**src/rtl/assert_macros.svh**
```systemverilog
// Assertion macros shared by the timer table RTL.
// Both expect a clock named clk and a synchronous active-high reset named rst.
`ifndef ASSERT_MACROS_SVH
`define ASSERT_MACROS_SVH

// Condition holds at every clock edge outside reset
`define ASSERT_ALWAYS(lbl, cond, msg) \
  lbl: assert property (@(posedge clk) disable iff (rst) (cond)) else $error(msg);

// Antecedent at one edge implies consequent at the next edge
`define ASSERT_NEXT(lbl, ante, cons, msg) \
  lbl: assert property (@(posedge clk) disable iff (rst) (ante) |=> (cons)) else $error(msg);

`endif

```
**src/rtl/ostt_pkg.sv**
```systemverilog
// Package for the one-shot timer table: sizes, codes, payload and control structs.
// No dependencies; imported by every module of the block.
`timescale 1ns / 1ps
`default_nettype none

package ostt_pkg;

  // Table size and tick counter width
  localparam int CAPACITY  = 64;
  localparam int TICK_BITS = 32;
  localparam int IDX_W     = (CAPACITY > 1) ? $clog2(CAPACITY) : 1;
  localparam int CNT_W     = $clog2(CAPACITY + 1);

  // Operation codes
  localparam logic OP_SCHEDULE = 1'b0;
  localparam logic OP_TICK     = 1'b1;

  // Result kinds
  localparam logic [1:0] KIND_SCHEDULED = 2'd0;
  localparam logic [1:0] KIND_FULL      = 2'd1;
  localparam logic [1:0] KIND_EXPIRED   = 2'd2;
  localparam logic [1:0] KIND_NONE      = 2'd3;

  // Input item
  typedef struct packed {
    logic        operation;
    logic [31:0] wait_ticks;
    logic [15:0] handler_id;
    logic [7:0]  task_tag;
  } req_t;

  // Result item
  typedef struct packed {
    logic [1:0]  result_kind;
    logic [15:0] expired_handler;
    logic [7:0]  expired_task;
    logic        last;
  } rsp_t;

  // One table entry
  typedef struct packed {
    logic [TICK_BITS-1:0] wait_cnt;
    logic [TICK_BITS-1:0] start;
    logic                 started;
    logic [15:0]          handler;
    logic [7:0]           tag;
  } entry_t;

  // Controller to datapath commands
  typedef struct packed {
    logic sched;       // schedule item accepted: append entry or mark full
    logic tick_start;  // tick item accepted: bump counter, reset scan
    logic rd_en;       // read entry at scan pointer
    logic keep;        // entry not due: write back stamped, compact
    logic take;        // entry due: move it into the pending result
    logic fin_count;   // scan ends: table count takes the write pointer
    logic push_mid;    // pending result to output, not last
    logic push_last;   // pending result to output, last
  } cmd_t;

  // Datapath to controller status
  typedef struct packed {
    logic out_free;
    logic table_empty;
    logic due;
    logic last_entry;
    logic have_pend;
  } sts_t;

endpackage

`default_nettype wire

```
**src/rtl/ostt_ctrl.sv**
```systemverilog
// Controller of the timer table: one-hot state machine sequencing schedule,
// tick scan and result hand-off. Depends on ostt_pkg and assert_macros.svh.
`timescale 1ns / 1ps
`default_nettype none
`include "assert_macros.svh"

module ostt_ctrl
  import ostt_pkg::*;
(
  input  wire  logic clk,
  input  wire  logic rst,
  input  wire  logic req_valid,
  input  wire  logic req_op,
  output logic       req_ready,
  input  wire  sts_t sts,
  output cmd_t       cmd
);

  typedef enum logic [4:0] {
    S_IDLE  = 5'b00001,
    S_READ  = 5'b00010,
    S_EVAL  = 5'b00100,
    S_EMIT  = 5'b01000,
    S_FINAL = 5'b10000
  } state_t;

  state_t state;
  state_t state_next;

  always_ff @(posedge clk) begin
    if (rst) begin
      state <= S_IDLE;
    end else begin
      state <= state_next;
    end
  end

  // Next state and commands
  always_comb begin
    state_next = state;
    cmd        = '0;
    req_ready  = 1'b0;
    unique case (state)
      S_IDLE: begin
        // no item taken while in reset
        req_ready = !rst;
        if (req_valid && !rst) begin
          if (req_op == OP_SCHEDULE) begin
            cmd.sched  = 1'b1;
            state_next = S_FINAL;
          end else begin
            cmd.tick_start = 1'b1;
            state_next     = sts.table_empty ? S_FINAL : S_READ;
          end
        end
      end
      S_READ: begin
        cmd.rd_en  = 1'b1;
        state_next = S_EVAL;
      end
      S_EVAL: begin
        if (sts.due && sts.have_pend) begin
          // earlier expiry still pending: hand it out first
          state_next = S_EMIT;
        end else begin
          cmd.take      = sts.due;
          cmd.keep      = !sts.due;
          cmd.fin_count = sts.last_entry;
          state_next    = sts.last_entry ? S_FINAL : S_READ;
        end
      end
      S_EMIT: begin
        if (sts.out_free) begin
          cmd.push_mid  = 1'b1;
          cmd.take      = 1'b1;
          cmd.fin_count = sts.last_entry;
          state_next    = sts.last_entry ? S_FINAL : S_READ;
        end
      end
      S_FINAL: begin
        if (sts.out_free) begin
          cmd.push_last = 1'b1;
          state_next    = S_IDLE;
        end
      end
      default: begin
        state_next = S_IDLE;
      end
    endcase
  end

  `ASSERT_NEXT(a_one_item, req_valid && req_ready, !req_ready,
               "second item accepted before the first finished")

endmodule

`default_nettype wire
```
**config.mk**
```make
export PLATFORM = sky130hd
export DESIGN_NAME = ostt_ctrl
export DESIGN_NICKNAME = d
export VERILOG_FILES = /design/src/rtl/ostt_pkg.sv /design/src/rtl/ostt_ctrl.sv
export VERILOG_INCLUDE_DIRS = /design/src /design/src/rtl
export SDC_FILE = /design/constraint.sdc
export NUM_CORES = 1
export LEC_CHECK = 0
export BUFFER_PORTS_ARGS = -buffer_cell sky130_fd_sc_hd__buf_2
export CELL_PAD_IN_SITES_DETAIL_PLACEMENT = 0
export CELL_PAD_IN_SITES_GLOBAL_PLACEMENT = 2
export CORE_ASPECT_RATIO = 1.1
export CORE_MARGIN = 2
export CORE_UTILIZATION = 24
export CTS_CLUSTER_DIAMETER = 150
export DETAILED_ROUTE_END_ITERATION = 8
export PLACE_DENSITY = 0.76
export SLEW_MARGIN = 5
export SYNTH_ARGS = -nofsm -noshare
export SYNTH_HDL_FRONTEND = slang
export SYNTH_SLANG_ARGS = --single-unit
```
**constraint.sdc**
```tcl
create_clock -name clk -period 1.95 [get_ports clk]
set_clock_uncertainty 0.2 [all_clocks]
set_input_delay 0.0975 -clock clk [delete_from_list [all_inputs] [get_ports clk]]
set_output_delay 0.0975 -clock clk [all_outputs]
set_load 0.02 [all_outputs]
```
Word level (Yosys, flattened, before mapping)
Cells that the tools add are included.
{"block": "classes", "n_mux": 21, "reduce_logical": 5, "n_eq_ne": 8}
{"operator": "$mux 5", "count": 7}
{"operator": "$pmux 5 s5", "count": 1}
{"operator": "$mux 1", "count": 8}
{"operator": "$mux 3", "count": 2}
{"operator": "$ne 2x2->1 const B", "count": 3}
{"operator": "$eq 5x1->1 const B", "count": 1}
{"operator": "$eq 5x2->1 const B", "count": 1}
{"operator": "$eq 5x3->1 const B", "count": 1}
{"operator": "$eq 5x4->1 const B", "count": 1}
{"operator": "$eq 5x5->1 const B", "count": 1}
{"operator": "$mux 2", "count": 2}
{"operator": "$pmux 2 s2", "count": 1}
{"operator": "$reduce_and 3->1", "count": 1}
{"operator": "$logic_and 1x1->1", "count": 2}
{"operator": "$logic_not 1->1", "count": 2}
{"block": "totals", "output_inout_bits": 9, "ff_bits": 5}

Logic depth before layout (Yosys ltp)
Gate-level depths: netlist of run 1.
{"block": "depth", "word_depth": 4, "ltp_mapped": 5}

Worst setup path before layout of run 1
No wires, ideal clock.
{"block": "synth_timing", "path_type": "reg-to-output", "startpoint": "reg state[3]", "endpoint": "out cmd[7] (netlist bit)", "arrival_ns": 1.342, "path_stages_with_launch": 6, "path_slack_ns": 0.310, "path_buffers": 1, "cell_sequence": "dfxtp_1 > buf_2 > nor3_1 > and4bb_2 > nand2_1 > nor2_1"}
{"item": "start: declaration", "line": "ostt_ctrl.sv:27", "rtl": "state_t state;"}
{"item": "start signal: assignment", "line": "ostt_ctrl.sv:34", "rtl": "state <= state_next;"}
{"item": "end: declaration", "line": "ostt_ctrl.sv:16", "rtl": "output cmd_t cmd"}

==> results.toml, run 1 <==
[timing]
report.final.setup_viol = 0
slew_at_the_pin_with_the_worst_max_slew_slack_ps = 307.3
max_freq_ghz = 0.5468
drv_slew = 0
finalHoldViolations = 0
fin_setup_tns_ps = 0
maxSlewHeadroom_pct = 79.43
timing.final.crit_share_pct = 93.78
holdWs_ps = 14.22
setup_repair_after_global_routing_missed_its_margin = "no"
period_needed_ps = 1829

[final_layout]
largest_register_ff_count = 5
layout_top_registers = "state (5)"
registers.top_by_ff_count = "state"
synthToLayoutAreaGrowth_pct = 33.73
final_layout_size_suffix_gt1_share_pct = 39.73
layout.nets = 83
diodes = 0

[detailed_routing]
detailroute.via_count = 455
antenna_violating_nets_post_route = 0
drt_iter0_drc = 0
routedWlPerCell_um = 11.36
drt_wl_total_mm = 1.022
route.detailed.drc = 0
via_per_inst = 5.056
drt_first_pass_iters = 1

[grt]
grt_pass1_vias = 383
antenna_found_initial = 0
grt_max_degree = 9
grt_pass1_wl_mm = 1.628
grtUsageTotal_pct = 10.49
total_overflow_reported_by_the_global_router = 0

[floorplan]
floorplan.initialDensity_pct = 26.20
placementRows = 15
design.core.area_um2 = 1614
die_width_um = 44.03
die_h_um = 48.03
ioPinCount = 18
die_area_um2 = 2114

[synthesis]
avgSynthCellArea_um2 = 8.133
synth.cell_area_um2 = 422.9
ys_warn_count = 0
yosys.cell_types.count = 28
yosysSeqAreaShare_pct = 23.67
syn_inst = 52
synth.net_count = 61
synth_flop_cell = "sky130_fd_sc_hd__dfxtp_1"
synth_enable_flop_cells = 0
synth-async-reset-ratio_pct = 0
number_of_synthesized_register_bits = 5

[clocking]
cts.reportedPaths.clkPinSlew_ps = 40
cts.htree.levels = 1
cts_made_buffers = 3
clkLatencyLatePin_ps = 240
buffer_cell_driving_the_clock_tree_root = "sky130_fd_sc_hd__clkbuf_4"
buffer_levels_on_the_longest_clock_path = 2
tritoncts = "built"
cts.sinks = 5
cts.repair_timing.setup_buffer_count = 0

[power]
power_per_cell_area_nw_per_um2 = 539.8
p_leak_nw = 0.2727
vdd.ir_drop.worst_mv = 0.1673

[outcome]
status = "finished, final reports clean"

[critical_path]
critical_path_class = "flop to primary output"
critPathCaptureType = "primary output"
worst_setup_path_start_kind = "flop"
critPathRequiredTime_ps = 1650
path_max_fanout = 6
crit_arrival_ps = 1530

[place]
gp_congestion = 0.7794
io_buffers = 17
place_hpwl_um = 848.8

[run]
timing.max_cap.violations = 0

[worst_hold_path]
holdCritPathClass = "input port to flop"
-- metrics by stage --
step / instance area, um^2 / std cells / utilization, % / setup slack (ps) / total power [mW]
3_3_place_gp: 524.3 / 85 / 32.48 / 308.3 / 0.1851
2_1_floorplan: 422.9 / 52 / - / 310.3 / 0.1583
4_1_cts: 560.5 / 90 / 34.73 / 119.4 / 0.3061
3_5_place_dp: 524.3 / 85 / 32.48 / 377.2 / 0.1843
6_report: 565.5 / 90 / 35.04 / 121.3 / 0.3053
5_1_grt: 565.5 / 90 / 35.04 / 9.448 / 0.3182
-- cells in the mapped netlist (all sizes together), types with 2 or more instances --
library cell	count	area, um^2
o32ai	2	32.53
inv	3	11.26
a21oi	2	13.76
and3	3	18.77
nand2	4	15.01
nor3	3	15.01
nor2b	5	31.28
nor2	8	32.54
dfxtp	5	100.1
-- path summary, 6_finish.rpt --
| path | startpoint | endpoint | slack, ps | cells after the start |
|---|---|---|---|---|
| worst max-delay path | state[2] | cmd[2] | 120 | 5 |
| worst min-delay path | sts[4] | state[0] | 10 | 3 |
| worst max register to register | state[1] | state[4] | 410 | 4 |
| worst min register to register | state[3] | state[3] | 480 | 2 |
-- final cells by class --
type                       count  area [um^2]
tap                           17        21.27
inverter                       3        11.26
timing repair buffer          18        95.09
multi-input combinational     43        311.5
clock buffer                   4        26.28
sequential                     5        100.1
fill                         184         1049
-- power by group --
| part | total, mW | switching, mW | leakage (nW) | internal [mW] |
|---|---|---|---|---|
| clock | 0.122 | 0.0442 | 0.0150 | 0.0775 |
| sequential | 0.114 | 0.00761 | 0.0407 | 0.106 |
| combinational | 0.0695 | 0.0360 | 0.217 | 0.0335 |
| total | 0.305 | 0.0877 | 0.273 | 0.218 |
-- cells by family (layout without fill, tap and decap cells) --
group	after synthesis	after routing	synth area share (%)
AO/OA/AOI/OAI	11	11	24.26
AND/OR/NAND/NOR	31	31	46.15
flip-flops	5	5	23.67
XOR/XNOR	1	1	2.071
buffers and inverters	4	25	3.845
-- layout by cell type, fill, tap and decap left out --
cell                            count
sky130_fd_sc_hd__nand2_1            4
sky130_fd_sc_hd__nor3_1             2
sky130_fd_sc_hd__a21oi_1            1
sky130_fd_sc_hd__or3_4              1
sky130_fd_sc_hd__nor3_2             1
sky130_fd_sc_hd__buf_2             17
sky130_fd_sc_hd__nor4b_4            1
sky130_fd_sc_hd__o311ai_1           1
sky130_fd_sc_hd__o21bai_1           1
sky130_fd_sc_hd__and2_1             1
sky130_fd_sc_hd__clkbuf_4           3
sky130_fd_sc_hd__nor2_1             7
sky130_fd_sc_hd__o21a_1             1
sky130_fd_sc_hd__a21oi_2            1
sky130_fd_sc_hd__clkbuf_1           1
sky130_fd_sc_hd__nor2b_1            5
sky130_fd_sc_hd__a41o_1             1
sky130_fd_sc_hd__inv_1              3
sky130_fd_sc_hd__and4bb_2           1
sky130_fd_sc_hd__and3b_2            1
sky130_fd_sc_hd__o21ai_0            1
sky130_fd_sc_hd__nand3_1            1
sky130_fd_sc_hd__nand3b_1           1
sky130_fd_sc_hd__o32ai_2            2
sky130_fd_sc_hd__dfxtp_1            5
sky130_fd_sc_hd__xnor2_1            1
sky130_fd_sc_hd__a2bb2oi_1          1
sky130_fd_sc_hd__a31o_1             1
sky130_fd_sc_hd__nand2b_1           1
sky130_fd_sc_hd__and3_1             3
sky130_fd_sc_hd__nor2_2             1
sky130_fd_sc_hd__dlygate4sd3_1      1
-- timing repair --
item,4_1_cts,5_1_grt
hold buffers,1,0
endpoints found under the hold margin,3,0
gates resized for setup,0,1
endpoints found under the setup margin,0,2
-- routing by layer --
| layer | share of wire [%] | wire length (um) | track usage [%] | vias to the layer above |
|---|---|---|---|---|
| met3 | 6.3 | 64 | 1.509 | 2 |
| met5 | 0 | 0 | 0 | - |
| met2 | 48 | 495 | 19.12 | 14 |
| li1 | - | - | - | 231 |
| met1 | 44 | 446 | 12.72 | 208 |
| met4 | 1.6 | 16 | 3.636 | 0 |
-- critical path, cell delays in order (launching register included) --
cell                      delay, ps
sky130_fd_sc_hd__dfxtp_1        460
sky130_fd_sc_hd__nor2b_1        270
sky130_fd_sc_hd__nand2_1        150
sky130_fd_sc_hd__a21oi_1        140
sky130_fd_sc_hd__o21a_1         110
sky130_fd_sc_hd__buf_2          150
Power figures use the tool's default switching activity.
==> inputs of run 2 (changes only) <==
--- a/config.mk
+++ b/config.mk
@@ -6,6 +6,7 @@
 export SDC_FILE = /design/constraint.sdc
 export NUM_CORES = 1
 export LEC_CHECK = 0
+export ABC_CLOCK_PERIOD_IN_PS = 1950
 export BUFFER_PORTS_ARGS = -buffer_cell sky130_fd_sc_hd__buf_2
 export CELL_PAD_IN_SITES_DETAIL_PLACEMENT = 0
 export CELL_PAD_IN_SITES_GLOBAL_PLACEMENT = 2
@@ -14,6 +15,7 @@
 export CORE_UTILIZATION = 24
 export CTS_CLUSTER_DIAMETER = 150
 export DETAILED_ROUTE_END_ITERATION = 8
+export HOLD_SLACK_MARGIN = 0.06
 export PLACE_DENSITY = 0.76
 export SLEW_MARGIN = 5
 export SYNTH_ARGS = -nofsm -noshare
==> run 2 against run 1 <==
Final cell count is 1.1% higher; clock power about the same; utilization grew 0.62 points; fmax unchanged; power up 0.49%; highest routed layer unchanged; critical endpoint unchanged; global-route usage did not move; count of clock-buffer cells in the layout stayed put; via count up 0.44%; sequential share of layout area shrank 0.31 points.
==> results.toml, run 2 (synthesis gave the netlist of run 1 again) <==
[timing]
slew_at_the_pin_with_the_worst_max_slew_slack_ps = 307.3
report.final.setup_viol = 0
period_needed_ps = 1829
drv_slew = 0
finalHoldViolations = 0
setup_repair_after_global_routing_missed_its_margin = "no"
holdWs_ps = 75.20
fin_setup_tns_ps = 0
max_freq_ghz = 0.5468
timing.final.crit_share_pct = 93.78
maxSlewHeadroom_pct = 79.43

[detailed_routing]
routedWlPerCell_um = 11.31
drt_wl_total_mm = 1.029
detailroute.via_count = 457
antenna_violating_nets_post_route = 0
drt_first_pass_iters = 1
via_per_inst = 5.022
drt_iter0_drc = 0
route.detailed.drc = 0

[final_layout]
final_common_cell = "sky130_fd_sc_hd__buf_2"
layout_top_registers = "state (5)"
fill_cells = 183
mostFrequentLayoutCells = "sky130_fd_sc_hd__buf_2, sky130_fd_sc_hd__nor2_1, sky130_fd_sc_hd__nor2b_1, sky130_fd_sc_hd__dfxtp_1, sky130_fd_sc_hd__nand2_1"
layout.nets = 84
final_area_um2 = 575.6
diodes = 0
registers.top_by_ff_count = "state"
final_layout_size_suffix_gt1_share_pct = 39.19
synthToLayoutAreaGrowth_pct = 36.09
largest_register_ff_count = 5

[grt]
grt_pass1_wl_mm = 1.628
grt_pass1_vias = 383
antenna_found_initial = 0
grtUsageTotal_pct = 10.49
grt_max_degree = 9
total_overflow_reported_by_the_global_router = 0

[outcome]
status = "finished, final reports clean"

[clocking]
buffer_levels_on_the_longest_clock_path = 2
buffer_cell_driving_the_clock_tree_root = "sky130_fd_sc_hd__clkbuf_4"
clkLatencyLatePin_ps = 240
cts.repair_timing.setup_buffer_count = 0
cts_made_buffers = 3
cts.sinks = 5
cts.reportedPaths.clkPinSlew_ps = 40
cts.htree.levels = 1
tritoncts = "built"

[power]
power_per_cell_area_nw_per_um2 = 533.0
p_leak_nw = 0.2769
vdd.ir_drop.worst_mv = 0.1673

[place]
io_buffers = 17
gp_congestion = 0.7794
post_detailed_placement_cell_area_um2 = 524.3
place_hpwl_um = 848.8

[critical_path]
critical_path_class = "flop to primary output"
crit_arrival_ps = 1530
path_max_fanout = 6
critPathRequiredTime_ps = 1650
critPathCaptureType = "primary output"
worst_setup_path_start_kind = "flop"

[worst_hold_path]
holdCritPathClass = "input port to flop"

[floorplan]
design.core.area_um2 = 1614
die_h_um = 48.03
die_area_um2 = 2114
floorplan.initialDensity_pct = 26.20
placementRows = 15
ioPinCount = 18
die_width_um = 44.03

[run]
timing.max_cap.violations = 0
run 2: layout make-up:
cell class / count / area (um^2) / share of cell area, %
multi-input combinational: 43 / 311.5 / 54.13
timing repair buffer: 19 / 105.1 / 18.26
sequential: 5 / 100.1 / 17.39
clock buffer: 4 / 26.28 / 4.565
tap: 17 / 21.27 / 3.696
inverter: 3 / 11.26 / 1.957
run 2: per-stage QoR:
stage	instances	worst slack (ps)	power, mW	utilization, %
final	91	121.3	0.3068	35.66
after global routing	91	9.448	0.3198	35.66
after CTS	91	119.4	0.3076	35.35
after detailed placement	85	377.2	0.1843	32.48
after global placement	85	308.3	0.1851	32.48
after floorplan	52	310.3	0.1583	-
run 2: critical path, cell delays in order (launching register included):
cell and delay, ps:
sky130_fd_sc_hd__dfxtp_1 460, sky130_fd_sc_hd__nor2b_1 270, sky130_fd_sc_hd__nand2_1 150, sky130_fd_sc_hd__a21oi_1 140, sky130_fd_sc_hd__o21a_1 110, sky130_fd_sc_hd__buf_2 150
run 2: layer usage:
layer  up-vias  GRT usage (%)  routed length [um]
li1        233              -                   -
met1       208          12.72                 452
met2        14          19.12                 497
met3         2          1.509                  63
met4         0          3.636                  16
met5         -              0                   0
run 2: path summary, 6_finish.rpt:
check,from,end,slack (ps),cells after the start
max,state[2],cmd[2],120,5
min,sts[1],state[1],80,3
max reg2reg,state[1],state[4],410,4
min reg2reg,state[3],state[3],480,2
run 2: repair_timing:
action / in CTS / in global routing
endpoints found under the setup margin: 0 / 2
hold endpoints to repair: 4 / 0
hold buffers: 2 / 0
gates resized for setup: 0 / 1
run 2: where the power goes:
group / internal, mW / switching (mW)
logic: 0.0348 / 0.0362
registers: 0.106 / 0.00761
clock network: 0.0775 / 0.0442
total: 0.219 / 0.0880
==> inputs of run 3 (changes only) <==
--- a/config.mk
+++ b/config.mk
@@ -7,7 +7,7 @@
 export NUM_CORES = 1
 export LEC_CHECK = 0
 export ABC_CLOCK_PERIOD_IN_PS = 1950
-export BUFFER_PORTS_ARGS = -buffer_cell sky130_fd_sc_hd__buf_2
+export BUFFER_PORTS_ARGS = -buffer_cell sky130_fd_sc_hd__buf_4
 export CELL_PAD_IN_SITES_DETAIL_PLACEMENT = 0
 export CELL_PAD_IN_SITES_GLOBAL_PLACEMENT = 2
 export CORE_ASPECT_RATIO = 1.1
@@ -16,7 +16,8 @@
 export CTS_CLUSTER_DIAMETER = 150
 export DETAILED_ROUTE_END_ITERATION = 8
 export HOLD_SLACK_MARGIN = 0.06
-export PLACE_DENSITY = 0.76
+export PLACE_DENSITY = 0.8
+export RECOVER_POWER = 25
 export SLEW_MARGIN = 5
 export SYNTH_ARGS = -nofsm -noshare
 export SYNTH_HDL_FRONTEND = slang
==> run 3 against run 2 <==
Design area rose by 7.2%; critical path depth did not move; non-clock buffer count did not move; combinational power rose by 10%; critical endpoint unchanged.
==> results.toml, run 3 (synthesis gave the netlist of run 1 again) <==
[timing]
drv_slew = 0
period_needed_ps = 1777
max_freq_ghz = 0.5626
fin_setup_tns_ps = 0
finalHoldViolations = 0
maxSlewHeadroom_pct = 79.61
slew_at_the_pin_with_the_worst_max_slew_slack_ps = 305.4
timing.final.crit_share_pct = 91.15
setup_repair_after_global_routing_missed_its_margin = "no"
holdWs_ps = 62.01
report.final.setup_viol = 0

[grt]
grt_max_degree = 9
total_overflow_reported_by_the_global_router = 0
antenna_found_initial = 0
grt_pass1_vias = 413
grtUsageTotal_pct = 11.52
grt_pass1_wl_mm = 1.759

[critical_path]
critical_path_buf_inv_count = 1
critical_path_cell_sequence = "nor3_1, nand2_1, a21oi_1, o21a_1, buf_4"
r2r_cells = 4
worst_setup_path_start_kind = "flop"
worst_r2r_startpoint = "state[1]"
timing.reg2reg.setup_slack_ps = 400
termination_of_the_worst_setup_path = "cmd[2]"
critical_path_cell_count = 5
cp_top_family = "simple AND/OR/NAND/NOR gates"
reg2reg_to = "state[4]"
critPathCaptureType = "primary output"
crit_arrival_ps = 1480
path_max_fanout = 8
timing.critical_path.slowest_stage_cell = "sky130_fd_sc_hd__dfxtp_1"
worstSetupStartpoint = "state[0]"
critPathRequiredTime_ps = 1650
critical_path_class = "flop to primary output"
crit_path_max_incr_delay_ps = 370

[power]
power_per_cell_area_nw_per_um2 = 508.2
vdd.ir_drop.worst_mv = 0.1718
p_leak_nw = 0.2783

[final_layout]
area_occupied_by_multi_input_gates_um2 = 314.1
regArea_um2 = 100.1
diodes = 0
fill_cells = 170
layout_top_registers = "state (5)"
synthToLayoutAreaGrowth_pct = 45.86
layout.nets = 84
final_common_cell = "sky130_fd_sc_hd__buf_4"
mostFrequentLayoutCells = "sky130_fd_sc_hd__buf_4, sky130_fd_sc_hd__nor2_1, sky130_fd_sc_hd__dfxtp_1"
registers.top_by_ff_count = "state"
final_layout_size_suffix_gt1_share_pct = 39.19
largest_register_ff_count = 5

[clocking]
cts.htree.levels = 1
cts_made_buffers = 3
cts.sinks = 5
cts.reportedPaths.clkPinSlew_ps = 40
cts.repair_timing.setup_buffer_count = 0
buffer_cell_driving_the_clock_tree_root = "sky130_fd_sc_hd__clkbuf_4"
clkLatencyLatePin_ps = 240
tritoncts = "built"
buffer_levels_on_the_longest_clock_path = 2

[floorplan]
ioPinCount = 18
die_h_um = 48.03
floorplan.initialDensity_pct = 26.20
die_area_um2 = 2114
placementRows = 15
die_width_um = 44.03
design.core.area_um2 = 1614

[detailed_routing]
drt_wl_total_mm = 1.047
via_per_inst = 5.044
routedWlPerCell_um = 11.51
drt_first_pass_iters = 4
route.detailed.drc = 0
antenna_violating_nets_post_route = 0
drt_iter0_drc = 3
detailroute.via_count = 459

[place]
io_buffers = 17
gp_congestion = 0.7362

[worst_hold_path]
holdCritPathClass = "input port to flop"
holdCritStartpoint = "sts[0]"

[run]
timing.max_cap.violations = 0

[outcome]
status = "finished, final reports clean"
-- run 3: changes by cell type in the layout (fill, tap and decap cells not counted), sizes merged --
cell    delta
buf        -1
clkbuf     +1
-- run 3: final cells by class --
type	instances	share of cell area (%)
multi-input combinational	43	50.91
timing repair buffer	19	23.33
clock buffer	4	4.260
inverter	3	1.826
tap	17	3.448
sequential	5	16.23
-- run 3: per-layer routing --
layer	GRT usage, %	vias to the layer above	routed length (um)	share of wire, %
met3	2.642	2	77	7.4
li1	-	233	-	-
met1	13.14	207	477	46
met2	19.71	17	471	45
met4	7.273	0	21	2.0
met5	0	-	0	0
-- run 3: where the power goes --
part | switching [mW] | total, mW | internal, mW
logic | 0.0367 | 0.0784 | 0.0418
registers | 0.00784 | 0.114 | 0.106
clock network | 0.0433 | 0.121 | 0.0774
total | 0.0878 | 0.313 | 0.226
-- run 3: per-stage QoR --
| step | utilization [%] | cells | total power, mW | worst slack (ps) | cell area, um^2 |
|---|---|---|---|---|---|
| after floorplan | - | 52 | 0.1583 | 310.3 | 422.9 |
| after global placement | 35.12 | 85 | 0.1924 | 345.3 | 566.8 |
| after detailed placement | 35.12 | 85 | 0.1919 | 383.2 | 566.8 |
| after CTS | 37.98 | 91 | 0.3157 | 117.8 | 613.1 |
| after global routing | 38.22 | 91 | 0.3338 | 58.39 | 616.8 |
| final | 38.22 | 91 | 0.3135 | 172.5 | 616.8 |
-- run 3: timing repair --
| item | CTS | global route |
|---|---|---|
| resized for setup | 0 | 2 |
| hold buffers | 2 | 0 |
| setup endpoints to repair | 0 | 2 |
| hold endpoints to repair | 5 | 0 |
-- run 3: worst reg2reg max path, stage by stage, from the launching register on --
cell and delay, ps:
sky130_fd_sc_hd__dfxtp_1 440, sky130_fd_sc_hd__and3b_2 240, sky130_fd_sc_hd__o311ai_1 240, sky130_fd_sc_hd__nand2_1 140
sky130_fd_sc_hd__a31o_1 190
-- run 3: worst min-delay path by stage --
stage | end | slack (ps) | cells past startpoint
after detailed placement | state[2] | 120 | 2
after global routing | state[1] | 70 | 3
after global placement | state[3] | 120 | 2
final | state[3] | 60 | 4
after CTS | state[3] | 60 | 4
after floorplan | state[2] | -30 | 1
